[src/rtl/blep_pkg.sv]
// ----------------------------------------------------------------------------
// blep_pkg
// Shared types and constants of the binary Laplacian edge detector.
// ----------------------------------------------------------------------------
package blep_pkg;

  localparam int MAX_SIDE_DEF = 256;

  localparam int CFG_IDX_W  = 2;
  localparam int CFG_DATA_W = 9;

  localparam logic [CFG_IDX_W-1:0] REG_THRESHOLD    = 2'd0;
  localparam logic [CFG_IDX_W-1:0] REG_FRAME_WIDTH  = 2'd1;
  localparam logic [CFG_IDX_W-1:0] REG_FRAME_HEIGHT = 2'd2;

  localparam logic [7:0] THRESHOLD_RST    = 8'd127;
  localparam logic [8:0] FRAME_WIDTH_RST  = 9'd256;
  localparam logic [8:0] FRAME_HEIGHT_RST = 9'd256;

  localparam int LUMA_SUM_W = 18;
  localparam int LUMA_R     = 299;
  localparam int LUMA_G     = 587;
  localparam int LUMA_B     = 114;
  localparam int LUMA_DIV   = 1000;

  localparam logic [7:0] EDGE_ON  = 8'd255;
  localparam logic [7:0] EDGE_OFF = 8'd0;

  localparam int OUT_FIFO_DEPTH = 3;

  typedef struct packed {
    logic [7:0] red;
    logic [7:0] green;
    logic [7:0] blue;
    logic       flush;
  } blep_in_t;

  typedef struct packed {
    logic [7:0] edge_pixel;
    logic       last;
  } blep_out_t;

endpackage

[src/rtl/blep_out_fifo.sv]
// ----------------------------------------------------------------------------
// blep_out_fifo
// Small result queue between the filter stage and the result channel.
// ----------------------------------------------------------------------------
module blep_out_fifo (
  input  logic                clk,
  input  logic                rst_n,
  input  logic                push,
  input  blep_pkg::blep_out_t push_data,
  input  logic                out_stall,
  output logic                out_valid,
  output blep_pkg::blep_out_t out_data,
  output logic [$clog2(blep_pkg::OUT_FIFO_DEPTH+1)-1:0] level
);

  localparam int DEPTH = blep_pkg::OUT_FIFO_DEPTH;
  localparam int PW    = $clog2(DEPTH);
  localparam int LW    = $clog2(DEPTH+1);

  blep_pkg::blep_out_t slot_r [DEPTH];
  logic [PW-1:0] head_r;
  logic [PW-1:0] tail_r;
  logic [LW-1:0] level_r;
  logic          pop;

  function automatic logic [PW-1:0] ptr_inc(input logic [PW-1:0] p);
    if (p == PW'(DEPTH-1)) begin
      return '0;
    end
    return p + PW'(1);
  endfunction

  assign pop       = out_valid && !out_stall;
  assign out_valid = (level_r != '0);
  assign out_data  = slot_r[head_r];
  assign level     = level_r;

  always_ff @(posedge clk) begin
    if (!rst_n) begin
      head_r  <= '0;
      tail_r  <= '0;
      level_r <= '0;
    end else begin
      if (push) begin
        tail_r <= ptr_inc(tail_r);
      end
      if (pop) begin
        head_r <= ptr_inc(head_r);
      end
      if (push && !pop) begin
        level_r <= level_r + LW'(1);
      end else if (pop && !push) begin
        level_r <= level_r - LW'(1);
      end
    end
  end

  always_ff @(posedge clk) begin
    if (push) begin
      slot_r[tail_r] <= push_data;
    end
  end

endmodule

[src/rtl/binary_laplacian_edge_detect.sv]
// ----------------------------------------------------------------------------
// binary_laplacian_edge_detect
// RGB pixels in raster order are binarized on luma and run through a 3x3
// Laplacian; one edge flag per frame position comes out.
//
// Input channel (in_valid/in_stall/in_data): one pixel or flush per
// transaction. Result channel (out_valid/out_stall/out_data): edge_pixel is
// 255 for an edge and 0 otherwise; last marks the final position of a frame.
// The result for frame position p leaves on the transaction of item
// p + width + 1, so width + 1 flush items drain the frame tail. Flushes before
// the frame is complete are taken and dropped.
// Throughput: one item per clock while in_stall is low; the luma sum and the
// line store read are registered in the first stage, the line store write and
// the window update happen in the second. The line store is one memory of two
// bits per column. Reset restores threshold 127 and a 256x256 frame and starts
// a new frame; the line store needs no clearing. A stall on the result side
// fills a three-entry result queue, and in_stall rises before it overflows;
// nothing is lost. Configuration writes (cfg_ready is always high) are to go
// in only while idle; the block itself does not enforce this.
// ----------------------------------------------------------------------------
module binary_laplacian_edge_detect #(
  parameter int MAX_SIDE = blep_pkg::MAX_SIDE_DEF
) (
  input  logic                                 clk,
  input  logic                                 rst_n,
  input  logic                                 in_valid,
  output logic                                 in_stall,
  input  blep_pkg::blep_in_t                   in_data,
  output logic                                 out_valid,
  input  logic                                 out_stall,
  output blep_pkg::blep_out_t                  out_data,
  input  logic                                 cfg_valid,
  output logic                                 cfg_ready,
  input  logic [blep_pkg::CFG_IDX_W-1:0]       cfg_index,
  input  logic [blep_pkg::CFG_DATA_W-1:0]      cfg_data
);

  localparam int AW = (MAX_SIDE > 2) ? $clog2(MAX_SIDE) : 1;
  localparam int SW = $clog2(MAX_SIDE + 1);
  localparam int CW = (SW > blep_pkg::CFG_DATA_W) ? SW : blep_pkg::CFG_DATA_W;
  localparam int SUMW = blep_pkg::LUMA_SUM_W;
  localparam int LW = $clog2(blep_pkg::OUT_FIFO_DEPTH + 1);

  logic [7:0] threshold_r;
  logic [8:0] frame_width_r;
  logic [8:0] frame_height_r;

  logic [CW-1:0] w_ext;
  logic [CW-1:0] h_ext;
  logic [CW-1:0] w_clamp;
  logic [CW-1:0] h_clamp;
  logic [SW-1:0] w_side;
  logic [SW-1:0] h_side;

  logic          post_r;
  logic [AW-1:0] row_r;
  logic [AW-1:0] col_r;
  logic [SW-1:0] tail_cnt_r;

  logic          cfg_wr;
  logic          in_accept;
  logic          pix;
  logic          col_end;
  logic          row_end;
  logic          tail_end;
  logic          emit;

  logic            s1_valid_r;
  logic            s1_pix_r;
  logic            s1_emit_r;
  logic            s1_last_r;
  logic            s1_inner_r;
  logic [AW-1:0]   s1_col_r;
  logic [SUMW-1:0] s1_sum_r;
  logic [1:0]      rd_r;

  logic [1:0]      line_mem [MAX_SIDE];
  logic [5:0]      win_r;

  logic [SUMW-1:0] luma_sum;
  logic [SUMW-1:0] luma_limit;
  logic            new_bit;
  logic [2:0]      new_col;
  logic            edge_hit;
  logic            push;
  blep_pkg::blep_out_t push_data;
  logic [LW-1:0]   level;

  assign cfg_ready = 1'b1;
  assign cfg_wr    = cfg_valid && cfg_ready;
  assign in_accept = in_valid && !in_stall;
  assign in_stall  = ((LW+1)'(level) + (LW+1)'(s1_valid_r)) >=
                     (LW+1)'(blep_pkg::OUT_FIFO_DEPTH);

  always_ff @(posedge clk) begin
    if (!rst_n) begin
      threshold_r    <= blep_pkg::THRESHOLD_RST;
      frame_width_r  <= blep_pkg::FRAME_WIDTH_RST;
      frame_height_r <= blep_pkg::FRAME_HEIGHT_RST;
    end else if (cfg_wr) begin
      unique case (cfg_index)
        blep_pkg::REG_THRESHOLD:    threshold_r    <= cfg_data[7:0];
        blep_pkg::REG_FRAME_WIDTH:  frame_width_r  <= cfg_data;
        blep_pkg::REG_FRAME_HEIGHT: frame_height_r <= cfg_data;
        default: ;
      endcase
    end
  end

  assign w_ext   = CW'(frame_width_r);
  assign h_ext   = CW'(frame_height_r);
  assign w_clamp = (w_ext < CW'(3)) ? CW'(3) :
                   (w_ext > CW'(MAX_SIDE)) ? CW'(MAX_SIDE) : w_ext;
  assign h_clamp = (h_ext < CW'(3)) ? CW'(3) :
                   (h_ext > CW'(MAX_SIDE)) ? CW'(MAX_SIDE) : h_ext;
  assign w_side  = SW'(w_clamp);
  assign h_side  = SW'(h_clamp);

  assign pix      = !post_r && !in_data.flush;
  assign col_end  = SW'(col_r) == (w_side - SW'(1));
  assign row_end  = SW'(row_r) == (h_side - SW'(1));
  assign tail_end = tail_cnt_r == w_side;
  assign emit     = post_r ||
                    (pix && ((row_r >= AW'(2)) || ((row_r == AW'(1)) && (col_r != '0))));

  always_ff @(posedge clk) begin
    if (!rst_n) begin
      post_r     <= 1'b0;
      row_r      <= '0;
      col_r      <= '0;
      tail_cnt_r <= '0;
      s1_valid_r <= 1'b0;
    end else begin
      s1_valid_r <= in_accept;
      if (cfg_wr && ((cfg_index == blep_pkg::REG_FRAME_WIDTH) ||
                     (cfg_index == blep_pkg::REG_FRAME_HEIGHT))) begin
        post_r     <= 1'b0;
        row_r      <= '0;
        col_r      <= '0;
        tail_cnt_r <= '0;
      end else if (in_accept) begin
        if (post_r) begin
          if (tail_end) begin
            post_r     <= 1'b0;
            row_r      <= '0;
            col_r      <= '0;
            tail_cnt_r <= '0;
          end else begin
            tail_cnt_r <= tail_cnt_r + SW'(1);
          end
        end else if (!in_data.flush) begin
          if (col_end) begin
            col_r <= '0;
            if (row_end) begin
              post_r     <= 1'b1;
              tail_cnt_r <= '0;
            end else begin
              row_r <= row_r + AW'(1);
            end
          end else begin
            col_r <= col_r + AW'(1);
          end
        end
      end
    end
  end

  assign luma_sum = SUMW'(blep_pkg::LUMA_R) * SUMW'(in_data.red) +
                    SUMW'(blep_pkg::LUMA_G) * SUMW'(in_data.green) +
                    SUMW'(blep_pkg::LUMA_B) * SUMW'(in_data.blue);

  always_ff @(posedge clk) begin
    if (in_accept) begin
      s1_pix_r   <= pix;
      s1_emit_r  <= emit;
      s1_last_r  <= post_r && tail_end;
      s1_inner_r <= pix && (row_r >= AW'(2)) && (col_r >= AW'(2));
      s1_col_r   <= col_r;
      s1_sum_r   <= luma_sum;
    end
  end

  // bit 0: two rows up, bit 1: one row up
  always_ff @(posedge clk) begin
    if (in_accept && pix) begin
      rd_r <= line_mem[col_r];
    end
    if (s1_valid_r && s1_pix_r) begin
      line_mem[s1_col_r] <= {new_bit, rd_r[1]};
    end
  end

  assign luma_limit = SUMW'(blep_pkg::LUMA_DIV) * (SUMW'(threshold_r) + SUMW'(1));
  assign new_bit    = s1_sum_r >= luma_limit;
  assign new_col    = {new_bit, rd_r[1], rd_r[0]};
  assign edge_hit   = s1_inner_r && win_r[1] &&
                      !(&{win_r[5:3], new_col, win_r[0], win_r[2]});

  always_ff @(posedge clk) begin
    if (!rst_n) begin
      win_r <= '0;
    end else if (s1_valid_r && s1_pix_r) begin
      win_r <= {win_r[2:0], new_col};
    end
  end

  assign push                 = s1_valid_r && s1_emit_r;
  assign push_data.edge_pixel = edge_hit ? blep_pkg::EDGE_ON : blep_pkg::EDGE_OFF;
  assign push_data.last       = s1_last_r;

  blep_out_fifo u_out_fifo (
    .clk       (clk),
    .rst_n     (rst_n),
    .push      (push),
    .push_data (push_data),
    .out_stall (out_stall),
    .out_valid (out_valid),
    .out_data  (out_data),
    .level     (level)
  );

  a_line_store_no_collision: assert property (@(posedge clk) disable iff (!rst_n)
    (in_accept && pix && s1_valid_r && s1_pix_r) |-> (col_r != s1_col_r))
    else $error("line store read and write hit the same column");

  a_last_is_border: assert property (@(posedge clk) disable iff (!rst_n)
    (out_valid && out_data.last) |-> (out_data.edge_pixel == blep_pkg::EDGE_OFF))
    else $error("final frame position reported as edge");

  a_frame_restart: assert property (@(posedge clk) disable iff (!rst_n)
    (in_accept && post_r && tail_end) |=> (!post_r && (row_r == '0) && (col_r == '0)))
    else $error("frame did not restart after final result");

  a_queue_no_overflow: assert property (@(posedge clk) disable iff (!rst_n)
    (push && !(out_valid && !out_stall)) |->
    (level < LW'(blep_pkg::OUT_FIFO_DEPTH)))
    else $error("result queue overflow");

endmodule

[config.mk]
export PLATFORM = sky130hd
export DESIGN_NAME = binary_laplacian_edge_detect
export DESIGN_NICKNAME = d
export VERILOG_FILES = /design/src/rtl/blep_pkg.sv /design/src/rtl/blep_out_fifo.sv /design/src/rtl/binary_laplacian_edge_detect.sv
export SDC_FILE = /design/constraint.sdc
export NUM_CORES = 1
export LEC_CHECK = 0
export BUFFER_PORTS_ARGS = -buffer_cell sky130_fd_sc_hd__buf_2
export CAP_MARGIN = 30
export CORE_MARGIN = 2
export CORE_UTILIZATION = 30
export DETAILED_ROUTE_END_ITERATION = 7
export SETUP_SLACK_MARGIN = 0.3
export SLEW_MARGIN = 20
export SYNTH_ARGS = -nofsm -noshare
export SYNTH_HDL_FRONTEND = slang
export SYNTH_SLANG_ARGS = --single-unit
[constraint.sdc]
create_clock -name clk -period 16.68 [get_ports clk]
set_input_delay 3.336 -clock clk [delete_from_list [all_inputs] [get_ports clk]]
set_output_delay 3.336 -clock clk [all_outputs]
set_load 0.03 [all_outputs]
# After elaboration in Yosys (flattened, before gate mapping)
# Memories as Yosys holds them, arrays and structs flattened. A register that Yosys moved wholly into a read port is not among the register bits.
# Index checks and enable logic that the tools add are counted.
op_classes:
  magnitude_cmp: 8
  n_mul: 4
  addsub: 13
  muxes: 41
  n_reduce_logical: 40
  bitwise: 1
  n_eq_ne: 11
ops:
  columns: ["operator", "count"]
  rows:
  - ["$mux 9", 9]
  - ["$mux 8", 9]
  - ["$add 17x18->18", 1]
  - ["$add 18x15->18", 1]
  - ["$eq 8x9->1", 2]
  - ["$ge 18x18->1", 1]
  - ["$gt 9x9->1 const B", 2]
  - ["$lt 9x2->1 const B", 2]
  - ["$mul 10x8->18 const A", 1]
  - ["$sub 9x1->9 const B", 2]
  - ["$mul 9x8->17 const A", 1]
  - ["$add 8x1->8 const B", 2]
  - ["$ge 8x2->1 const B", 2]
  - ["$logic_and 1x1->1", 16]
  - ["$mux 2", 8]
  - ["$mul 7x9->15 const A", 1]
  - ["$mux 1", 15]
  - ["$mul 6x8->14 const A", 1]
  - ["$add 8x1->9 const B", 1]
  - ["$add 9x1->9 const B", 1]
  - ["$eq 9x9->1", 1]
  - ["$eq 8x1->1 const B", 1]
  - ["$reduce_and 8->1", 1]
  - ["$reduce_bool 2->1", 4]
  - ["other kinds (18)", 33]
word_totals:
  wordCells: 138
  out_inout_bits: 12
  mem_bits_rw: 539
  n_memories: 2
  reg_bits: 95
  input_bits: 41
memory_table:
  columns: ["memory", "depth", "word_bits", "read_ports", "rd_clocked_by_memory_dff", "write_ports", "line_no", "source"]
  rows:
  - ["line_mem", 256, 2, 1, 1, 1, "binary_laplacian_edge_detect.sv:77", "logic [1:0] line_mem [MAX_SIDE];"]
  - ["u_out_fifo.slot_r", 3, 9, 1, 1, 1, "blep_out_fifo.sv:20", "blep_pkg::blep_out_t slot_r [DEPTH];"]

# Logic depth before layout (Yosys ltp)
# Gate-level depths: netlist (run 1).
depth:
  ltp_word: 9
  ltp_mapped: 26

# By module
# From an unflattened synthesis (run 1), not the netlist that was laid out.
unflattened:
  cells_unflattened: 2443
  hier_area_um2: 32975.4
modules_own_cells:
  columns: ["mod", "instances", "cells_each", "seq_area_each_um2", "area_per_inst_um2"]
  rows:
  - ["binary_laplacian_edge_detect", 1, 2355, 17516.8, 31660.4]
  - ["blep_out_fifo", 1, 88, 970.9, 1315.0]

# Worst setup path after synthesis (run 1)
# OpenSTA, ideal clock, no wires.
synth_path:
  path_kind: "reg2reg"
  startpoint: "reg threshold_r[3]"
  endpoint: "mem line_mem[0][1], data pin"
  period_less_slack_ns: 12.989
  slack_ns: 3.691
  path_buffers: 0
  t_arrival_ns: 11.473
  path_stages_with_launch: 23
  path_cell_list: "dfxtp_1 > nand3_1 > nor2_1 > nand2_1 > xor2_1 > inv_1 > ha_1 > inv_1 > fa_1 > inv_1 > fa_1 > inv_1 > fa_1 > inv_1 > ha_1 > or2_2 > a31oi_1 > xor2_1 > ha_1 > nand4_1 > a211oi_1 > nor3_1 > o21bai_1"
synth_via:
  elab_chain_len: 3
synth_lines:
  columns: ["item", "line_no", "source"]
  rows:
  - ["start: declaration", "binary_laplacian_edge_detect.sv:44", "logic [7:0] threshold_r;"]
  - ["start signal: assignment", "binary_laplacian_edge_detect.sv:97", "threshold_r <= blep_pkg::THRESHOLD_RST;"]
  - ["start signal: assignment", "binary_laplacian_edge_detect.sv:102", "blep_pkg::REG_THRESHOLD: threshold_r <= cfg_data[7:0];"]
  - ["$add 8x1->9", "binary_laplacian_edge_detect.sv:193", "assign luma_limit = SUMW'(blep_pkg::LUMA_DIV) * (SUMW'(threshold_r) + SUMW'(1));"]
  - ["$mul 7x9->15", "binary_laplacian_edge_detect.sv:193", null]
  - ["$ge 18x18->1", "binary_laplacian_edge_detect.sv:194", "assign new_bit = s1_sum_r >= luma_limit;"]
  - ["named net new_bit", "binary_laplacian_edge_detect.sv:82", "logic new_bit;"]
  - ["end: declaration", "binary_laplacian_edge_detect.sv:77", null]
# The timed path passes the listed nets, and every way through them passes these cells.

# Worst setup path after layout (run 1)
layout_path:
  startpoint: "in in_data[1] in the netlist's numbering"
  endpoint: "reg s1_sum_r[16], data pin"
layout_via:
  elab_chain_len: 2
layout_lines:
  columns: ["item", "line_no", "source"]
  rows:
  - ["start: declaration", "binary_laplacian_edge_detect.sv:28", "input blep_pkg::blep_in_t in_data,"]
  - ["$mul 6x8->14", "binary_laplacian_edge_detect.sv:170", "SUMW'(blep_pkg::LUMA_B) * SUMW'(in_data.blue);"]
  - ["$add 18x15->18", "binary_laplacian_edge_detect.sv:169", "SUMW'(blep_pkg::LUMA_G) * SUMW'(in_data.green) +"]
  - ["named net luma_sum[16]", "binary_laplacian_edge_detect.sv:80", "logic [SUMW-1:0] luma_sum;"]
  - ["end signal: assignment", "binary_laplacian_edge_detect.sv:179", "s1_sum_r <= luma_sum;"]
  - ["end: declaration", "binary_laplacian_edge_detect.sv:74", "logic [SUMW-1:0] s1_sum_r;"]
# The timed path passes the listed nets, and every way through them passes these cells.
# A chain may end at the register's enable or synchronous reset.

==> results.json, run 1 <==
{
  "outcome": "finished with violations",
  "violations": "DRC",
  "i_o_pin_count": 53,
  "tritoncts_clock_tree": "yes",
  "combinational_power_share_pct": 40.7,
  "yosys_warnings": 0,
  "fin_total_pwr_mw": 6.74,
  "layout.cells.most_common_list": "550 x sky130_fd_sc_hd__edfxtp_1, 314 x sky130_fd_sc_hd__nor2_1, 206 x sky130_fd_sc_hd__inv_1, 171 x sky130_fd_sc_hd__ha_1, 157 x sky130_fd_sc_hd__mux4_2",
  "cts.sinks": 617,
  "grt_max_degree": 259,
  "yosysSeqAreaShare_pct": 55.9,
  "synthesis.area_per_instance_sq_um": 13.7,
  "postCtsSetupRepairBufs": 0,
  "finalCritPeriodShare_pct": 52.2,
  "tightest_slew_ns": 0.980,
  "post-route-min-period_ns": 8.71,
  "post_cts.resized_instances": 0,
  "total_power_per_unit_cell_area_nw_per_um2": 189,
  "critical_path.most_common_cell": "sky130_fd_sc_hd__fa_1",
  "synth_edf_count": 550,
  "finalHoldWorstSlack_ns": 0.472,
  "hp-class": "flip-flop to flip-flop",
  "drv_cap": 0,
  "worst_ep_arrival_time_ns": 9.08,
  "timing.setup.critical_path_class": "primary input to flip-flop",
  "final_net_count": 2654,
  "synth_nets": 2640,
  "worst-endpoint-required_ns": 17.05,
  "port-buffer-count": 51,
  "post_drt_via_cell_ratio": 4.84,
  "drt_pass1_iterations": 7,
  "layout.cell_area.non_filler_sq_um": 35600,
  "placement_rows": 119,
  "worst_setup_hold_path_clk_slew_ns": 0.07,
  "final-hold-violation-count": 0,
  "dp_hpwl_mm": 44.0,
  "syn_to_layout_area_delta_pct": 11.5,
  "floorplan.die.width_um": 330,
  "switchingPower_mw": 2.38,
  "cts-hold-fix-buffers": 0,
  "drc": 2,
  "setup_clock_skew_after_layout_ns": 0.0253,
  "cts.path.max_buffers": 3,
  "antenna_found_initial": 0,
  "fin_setup_tns_ns": 0,
  "mostFrequentLayoutCell": "sky130_fd_sc_hd__edfxtp_1",
  "drive_above_1_share_pct": 14.9,
  "diodes": 0,
  "cts-buffers-inserted": 57,
  "achievable-frequency_ghz": 0.115,
  "gr-total-overflow": 0,
  "clock_tree.root_cell": "sky130_fd_sc_hd__clkbuf_16",
  "avgRoutedWirePerCell_um": 18.3,
  "netlist.top_cell.by_area": "sky130_fd_sc_hd__edfxtp_1",
  "p_leak_nw": 12.2,
  "vias": 18300,
  "detail_route.wirelength_mm": 69.2,
  "worst-path-max-fanout": 5,
  "internal_power_mw": 4.36,
  "share_seq_of_total_power_pct": 39.6,
  "initial_utilization_pct": 30.3,
  "die_area_sq_um": 109000,
  "max-vdd-ir-drop_mv": 0.718,
  "post_dp_cell_area_sq_um": 33700,
  "place.gp.congestion": 0.785,
  "yosys.cell_types.count": 70,
  "critical_path.startpoint_type": "primary input",
  "slew_violations": 0,
  "final_antenna_net_count": 0,
  "synth_area_leaders": "sky130_fd_sc_hd__edfxtp_1 52%, sky130_fd_sc_hd__mux4_2 11%, sky130_fd_sc_hd__ha_1 6.7%",
  "grt_total_usage_pct": 12.7,
  "synthCells": 2334,
  "crit_path_max_incr_delay_ns": 0.55,
  "core_area_sq_um": 105000,
  "vias_in_the_first_global_route": 18500,
  "worst_skew_pair.late_latency_ns": 0.63,
  "syn-cell-area_sq_um": 32000,
  "critical_path.endpoint_type": "flip-flop",
  "postSynthRegisterBits": 617,
  "clkPwrFrac_pct": 19.6,
  "rsz0062_at_grt": "no",
  "fillCellCount": 10300,
  "dieHeight_um": 330,
  "slew-limit-headroom_pct": 34.7,
  "number_of_violations_reported_at_the_end_of_detailed_routing_iteration_0": 1585,
  "cts-htree-levels": 2,
  "synth-async-reset-ratio_pct": 0,
  "final-setup-viol-count": 0,
  "yosys.area.top_type_share_pct": 51.7,
  "predominant_post_synthesis_flop_cell": "sky130_fd_sc_hd__edfxtp_1",
  "critical_path.cell_chain": "buf_2 -> fa_1 -> inv_1 -> fa_1 -> inv_1 -> ha_1 -> ha_1 -> inv_1 -> fa_1 -> xnor2_1 -> ha_1 -> inv_1 -> fa_1 -> fa_1 -> inv_1 -> fa_1 -> ha_1 -> and2_1 -> a311o_1 -> a211oi_1 -> o31ai_1 -> a21oi_1 -> xnor2_1",
  "p_sw_share_pct": 35.3,
  "grt_first_pass_wirelength_mm": 108,
  "critical_path.slowest_cell": "sky130_fd_sc_hd__fa_1"
}
worst max-delay path, delay by kind of cell:
| family | cells | cell delay [ns] |
|---|---|---|
| fa+ha+maj | 10 | 3.99 |
| buf+inv | 6 | 0.39 |
| simple gates | 1 | 0.17 |
| xor+xnor | 2 | 0.23 |
| compound gates | 4 | 0.98 |
registers in the layout, indices dropped and copies added, names as in the netlist, 6 cells and up, named ones only:
| register | count |
|---|---|
| win_r | 6 |
| threshold_r | 8 |
| s1_sum_r | 18 |
| frame_width_r | 9 |
| frame_height_r | 9 |
| line_mem | 512 |
| col_r | 8 |
| tail_cnt_r | 9 |
| u_out_fifo.slot_r | 6 |
| s1_col_r | 8 |
| row_r | 8 |
routing by layer:
layer	global-route usage, %	part of all wire, %	vias up
li1	-	-	8510
met1	16.9	43	9319
met2	21.5	50	410
met4	3.35	2.4	0
met5	0	0	-
met3	1.83	4.8	88
Yosys cell counts (5+ instances only):
cell type and count:
sky130_fd_sc_hd__a21oi_1 63, sky130_fd_sc_hd__or3_1 20, sky130_fd_sc_hd__nor3b_1 8, sky130_fd_sc_hd__buf_4 8, sky130_fd_sc_hd__xnor2_1 45, sky130_fd_sc_hd__or4_1 5, sky130_fd_sc_hd__o31ai_1 7, sky130_fd_sc_hd__clkbuf_1 89
sky130_fd_sc_hd__edfxtp_1 550, sky130_fd_sc_hd__o21bai_1 6, sky130_fd_sc_hd__nor2b_1 21, sky130_fd_sc_hd__mux2i_1 22, sky130_fd_sc_hd__o211ai_1 8, sky130_fd_sc_hd__nor3_1 17, sky130_fd_sc_hd__o2111ai_1 5, sky130_fd_sc_hd__buf_2 18
sky130_fd_sc_hd__o21ai_0 35, sky130_fd_sc_hd__xor2_1 25, sky130_fd_sc_hd__a21o_1 10, sky130_fd_sc_hd__fa_1 94, sky130_fd_sc_hd__o22ai_1 9, sky130_fd_sc_hd__nor4_1 6, sky130_fd_sc_hd__a31oi_1 9, sky130_fd_sc_hd__a211oi_1 8
sky130_fd_sc_hd__mux4_2 157, sky130_fd_sc_hd__nand4_1 17, sky130_fd_sc_hd__or2_2 9, sky130_fd_sc_hd__nand3_1 47, sky130_fd_sc_hd__nand2_1 132, sky130_fd_sc_hd__ha_1 171, sky130_fd_sc_hd__a21boi_0 31, sky130_fd_sc_hd__inv_1 206
sky130_fd_sc_hd__dfxtp_1 67, sky130_fd_sc_hd__and2_1 7, sky130_fd_sc_hd__and3_1 8, sky130_fd_sc_hd__buf_1 14, sky130_fd_sc_hd__nand2b_1 13, sky130_fd_sc_hd__nor2_1 314, sky130_fd_sc_hd__o21a_1 5
area by class of cell:
class                           instances  area, sq um  share of cell area (%)
Timing Repair Buffer                   85          561                    1.57
Tap cell                             1391         1740                    4.88
Sequential cell                       617        17900                    50.1
Inverter                              206          773                    2.17
Clock inverter                         40          442                    1.24
Multi-Input combinational cell       1381        12800                    35.9
Clock buffer                           65         1460                    4.09
stage by stage:
stage	cells	setup WS (ns)	utilization, %
global route	3785	7.68	33.8
floorplan	2334	3.69	-
finish	3785	7.97	33.8
detailed placement	3678	7.28	32.0
CTS	3783	7.95	33.8
global placement	3677	7.33	31.9
kinds of logic (layout without fill, tap and decap cells):
kind of cell	after synthesis	in the layout	synth area share (%)
flops	617	617	55.9
mux	183	183	11.9
fa+ha+maj	265	265	12.6
other cells	1	1	0.0117
buf+inv	336	396	4.13
compound gates	221	221	4.48
simple gates	641	641	9.10
xor+xnor	70	70	1.92
power by group through the flow:
stage	clock [mW]	combinational, mW	sequential (mW)
CTS	1.35	2.75	2.69
finish	1.32	2.75	2.67
global placement	0	2.70	2.72
global route	1.41	3.17	2.68
floorplan	0	1.75	2.49
detailed placement	0	2.71	2.72
worst paths after layout:
| path | slack (ns) | depth (start not counted) | end | startpoint |
|---|---|---|---|---|
| worst max-delay path | 7.97 | 23 | s1_sum_r[16]$_DFFE_PP_ | in_data[1] |
| worst min-delay path | 0.47 | 2 | win_r[5]$_SDFFE_PN0P_ | win_r[5]$_SDFFE_PN0P_ |
| worst max register to register | 9.72 | 24 | line_mem[129][1]$_DFFE_PP_ | threshold_r[2]$_SDFFE_PN1P_ |
| worst min register to register | 0.47 | 2 | win_r[5]$_SDFFE_PN0P_ | win_r[5]$_SDFFE_PN0P_ |
Power figures use the tool's default switching activity.
==> run 2, diff against run 1 <==
--- a/config.mk
+++ b/config.mk
@@ -5,6 +5,7 @@
 export SDC_FILE = /design/constraint.sdc
 export NUM_CORES = 1
 export LEC_CHECK = 0
+export ABC_AREA = 1
 export BUFFER_PORTS_ARGS = -buffer_cell sky130_fd_sc_hd__buf_2
 export CAP_MARGIN = 30
 export CORE_MARGIN = 2
==> constraint.sdc (replaced) <==
create_clock -name clk -period 8.88 [get_ports clk]
set_input_delay 1.776 -clock clk [delete_from_list [all_inputs] [get_ports clk]]
set_output_delay 1.776 -clock clk [all_outputs]
set_load 0.03 [all_outputs]
==> run 2 against run 1 <==
The run now ends clean. Clock power increased by 90%. Sequential cell count unchanged. Global-route usage increased by 1.1 points. Via count increased by 22%. Register-to-register slack got worse by 7.9 ns. Die area increased by 1.4%. Sequential share of layout area decreased by 0.59 points. Critical path type unchanged. Critical endpoint is now s1_sum_r[17]$_DFFE_PP_.
==> results.json, run 2 <==
{
  "outcome": "complete, no violations",
  "tritoncts_clock_tree": "yes",
  "setup_clock_skew_after_layout_ns": 0.0482,
  "mostFrequentLayoutCell": "sky130_fd_sc_hd__nor2_1",
  "predominant_post_synthesis_flop_cell": "sky130_fd_sc_hd__edfxtp_1",
  "vias_in_the_first_global_route": 22500,
  "die_area_sq_um": 111000,
  "drv_cap": 0,
  "hp-class": "flip-flop to flip-flop",
  "clock_tree.root_cell": "sky130_fd_sc_hd__clkbuf_16",
  "synth_area_leaders": "sky130_fd_sc_hd__edfxtp_1 51%, sky130_fd_sc_hd__nor2_1 7.9%, sky130_fd_sc_hd__ha_1 6.6%",
  "largest_register_ff_count": 512,
  "slew-limit-headroom_pct": 36.7,
  "critical_path.endpoint_type": "flip-flop",
  "final_antenna_net_count": 0,
  "fillCellCount": 10800,
  "port-buffer-count": 51,
  "number_of_violations_reported_at_the_end_of_detailed_routing_iteration_0": 1735,
  "compound_gate_portion_of_the_synthesized_area_pct": 9.92,
  "detail_route.wirelength_mm": 77.0,
  "slew_violations": 0,
  "final_net_count": 3482,
  "p_leak_nw": 13.4,
  "grt_max_degree": 191,
  "timing.setup.critical_path_class": "primary input to flip-flop",
  "cts.sinks": 617,
  "top_regs": "line_mem (512), s1_sum_r (18)",
  "grt_first_pass_wirelength_mm": 122,
  "tightest_slew_ns": 0.950,
  "grt.met1_usage_pct": 17.1,
  "largest_register": "line_mem",
  "max-vdd-ir-drop_mv": 1.47,
  "cts-htree-levels": 2,
  "total_power_per_unit_cell_area_nw_per_um2": 352,
  "critical_path.slowest_cell": "sky130_fd_sc_hd__fa_1",
  "synth-async-reset-ratio_pct": 0,
  "dieHeight_um": 333,
  "synth.area.mux_share_pct": 0,
  "rsz0062_at_grt": "no",
  "synthCells": 3189,
  "synth_most_common_cell": "sky130_fd_sc_hd__nor2_1",
  "synth_top_family_by_area": "simple AND/OR/NAND/NOR gates",
  "worst-path-max-fanout": 4,
  "met2_track_demand_over_resource_pct": 24.7,
  "fin_setup_tns_ns": 0,
  "layout.cells.most_common_list": "676 x sky130_fd_sc_hd__nor2_1, 550 x sky130_fd_sc_hd__edfxtp_1, 317 x sky130_fd_sc_hd__nand2_1, 317 x sky130_fd_sc_hd__o21ai_0, 312 x sky130_fd_sc_hd__inv_1",
  "yosys.area_share.xor_xnor_pct": 2.19,
  "dp_hpwl_mm": 48.2,
  "avgRoutedWirePerCell_um": 16.6,
  "worst-endpoint-required_ns": 9.23,
  "antenna_found_initial": 1,
  "drt_pass1_iterations": 5,
  "grt_busiest_layer": "met2",
  "synthesis.area_per_instance_sq_um": 10.2,
  "place.gp.congestion": 0.818,
  "i_o_pin_count": 53,
  "final-hold-violation-count": 0,
  "yosys.cell_types.count": 56,
  "vias": 22400,
  "synth-adder-area-share_pct": 12.4,
  "synth_nets": 3495,
  "placement_rows": 120,
  "initial_utilization_pct": 30.2,
  "floorplan.die.width_um": 333,
  "finalCritPeriodShare_pct": 83.4,
  "cts-buffers-inserted": 58,
  "grt_total_usage_pct": 13.8,
  "postSynthRegisterBits": 617,
  "yosysSeqAreaShare_pct": 55.1,
  "postCtsSetupRepairBufs": 0,
  "crit_path_max_incr_delay_ns": 0.54,
  "drc": 0,
  "fin_total_pwr_mw": 12.7,
  "core_utilization_of_the_finished_layout_pct": 33.6,
  "netlist.top_cell.by_area": "sky130_fd_sc_hd__edfxtp_1",
  "syn-cell-area_sq_um": 32400,
  "syn_to_layout_area_delta_pct": 11.2,
  "post-route-min-period_ns": 7.40,
  "achievable-frequency_ghz": 0.135,
  "finalWorstSetupSlack_ns": 1.48,
  "post_cts.resized_instances": 0,
  "globalRouteMet3Util_pct": 1.82,
  "critical_path.startpoint_type": "primary input",
  "post_synth_most_frequent_cells": "679 x sky130_fd_sc_hd__nor2_1, 550 x sky130_fd_sc_hd__edfxtp_1, 318 x sky130_fd_sc_hd__nand2_1",
  "finalHoldWorstSlack_ns": 0.484,
  "synth_simple_gate_area_share_pct": 14.6,
  "cts.path.max_buffers": 3,
  "yosys_warnings": 0,
  "post_drt_via_cell_ratio": 4.83,
  "core_area_sq_um": 107000,
  "gr-total-overflow": 0,
  "worst_ep_arrival_time_ns": 7.75,
  "cts-hold-fix-buffers": 0,
  "final-setup-viol-count": 0,
  "yosys.area.top_type_share_pct": 50.9,
  "dp_slack_ns": 0.786,
  "synth_edf_count": 550,
  "worst_skew_pair.late_latency_ns": 0.65,
  "worst_setup_hold_path_clk_slew_ns": 0.06,
  "drive_above_1_share_pct": 6.82
}
[run 2: cell types whose count changed in the layout (fill, tap and decap cells not counted), moves of 27 or more]
cell	change
sky130_fd_sc_hd__nor2_1	+362
sky130_fd_sc_hd__nand2_1	+185
sky130_fd_sc_hd__a21boi_0	-29
sky130_fd_sc_hd__mux4_2	-157
sky130_fd_sc_hd__o22ai_1	+113
sky130_fd_sc_hd__a21oi_1	+27
sky130_fd_sc_hd__xor2_1	+37
sky130_fd_sc_hd__o21ai_0	+282
sky130_fd_sc_hd__inv_1	+106
[run 2: area by class of cell]
| type | count | area, sq um | area share [%] |
|---|---|---|---|
| sequential | 617 | 17900 | 49.5 |
| multi-input combinational | 2093 | 12700 | 35.3 |
| tap | 1403 | 1760 | 4.87 |
| clock buffer | 67 | 1540 | 4.26 |
| inverter | 322 | 1220 | 3.38 |
| timing repair buffer | 84 | 548 | 1.52 |
| clock inverter | 42 | 398 | 1.10 |
| antenna | 1 | 2.50 | 0.00694 |
[run 2: cell families (layout without fill, tap and decap cells)]
family          Yosys count  after routing
simple gates           1163           1163
compound gates          583            583
fa+ha+maj               265            265
xor+xnor                 81             81
flops                   617            617
buf+inv                 479            515
other cells               1              2
[run 2: worst max-delay path: cells and delay by family]
kind | cells | cell delay [ns]
AOI/OAI and AO/OA | 5 | 1.06
xor gates and xnor gates | 2 | 0.34
adders and majority gates | 10 | 3.92
buffers and inverters | 7 | 0.46
and+or+nand+nor | 2 | 0.17
[run 2: per-stage QoR]
stage | cells | area, sq um
floorplan | 3189 | 32400
global placement | 4518 | 34100
detailed placement | 4518 | 34100
CTS | 4627 | 36000
global route | 4628 | 36100
finish | 4629 | 36100
[run 2: path summary, 6_finish.rpt]
path | start | slack, ns | endpoint | depth (start not counted)
hold / removal | win_r[3]$_SDFFE_PN0P_ | 0.48 | win_r[3]$_SDFFE_PN0P_ | 2
hold reg to reg | win_r[3]$_SDFFE_PN0P_ | 0.48 | win_r[3]$_SDFFE_PN0P_ | 2
setup / recovery | in_data[1] | 1.48 | s1_sum_r[17]$_DFFE_PP_ | 26
setup reg to reg | threshold_r[1]$_SDFFE_PN1P_ | 1.84 | line_mem[3][1]$_DFFE_PP_ | 25
[run 2: power by group]
part / internal (mW) / total (mW) / switching [mW]
registers: 5.03 / 5.07 / 0.0357
clock network: 1.40 / 2.51 / 1.11
logic: 1.57 / 5.10 / 3.53
[run 2: per-layer routing]
layer	routed length, um	vias to the layer above
met5	0	-
met2	37900	557
met3	4280	116
met1	32600	10900
met4	2250	0
li1	-	10800
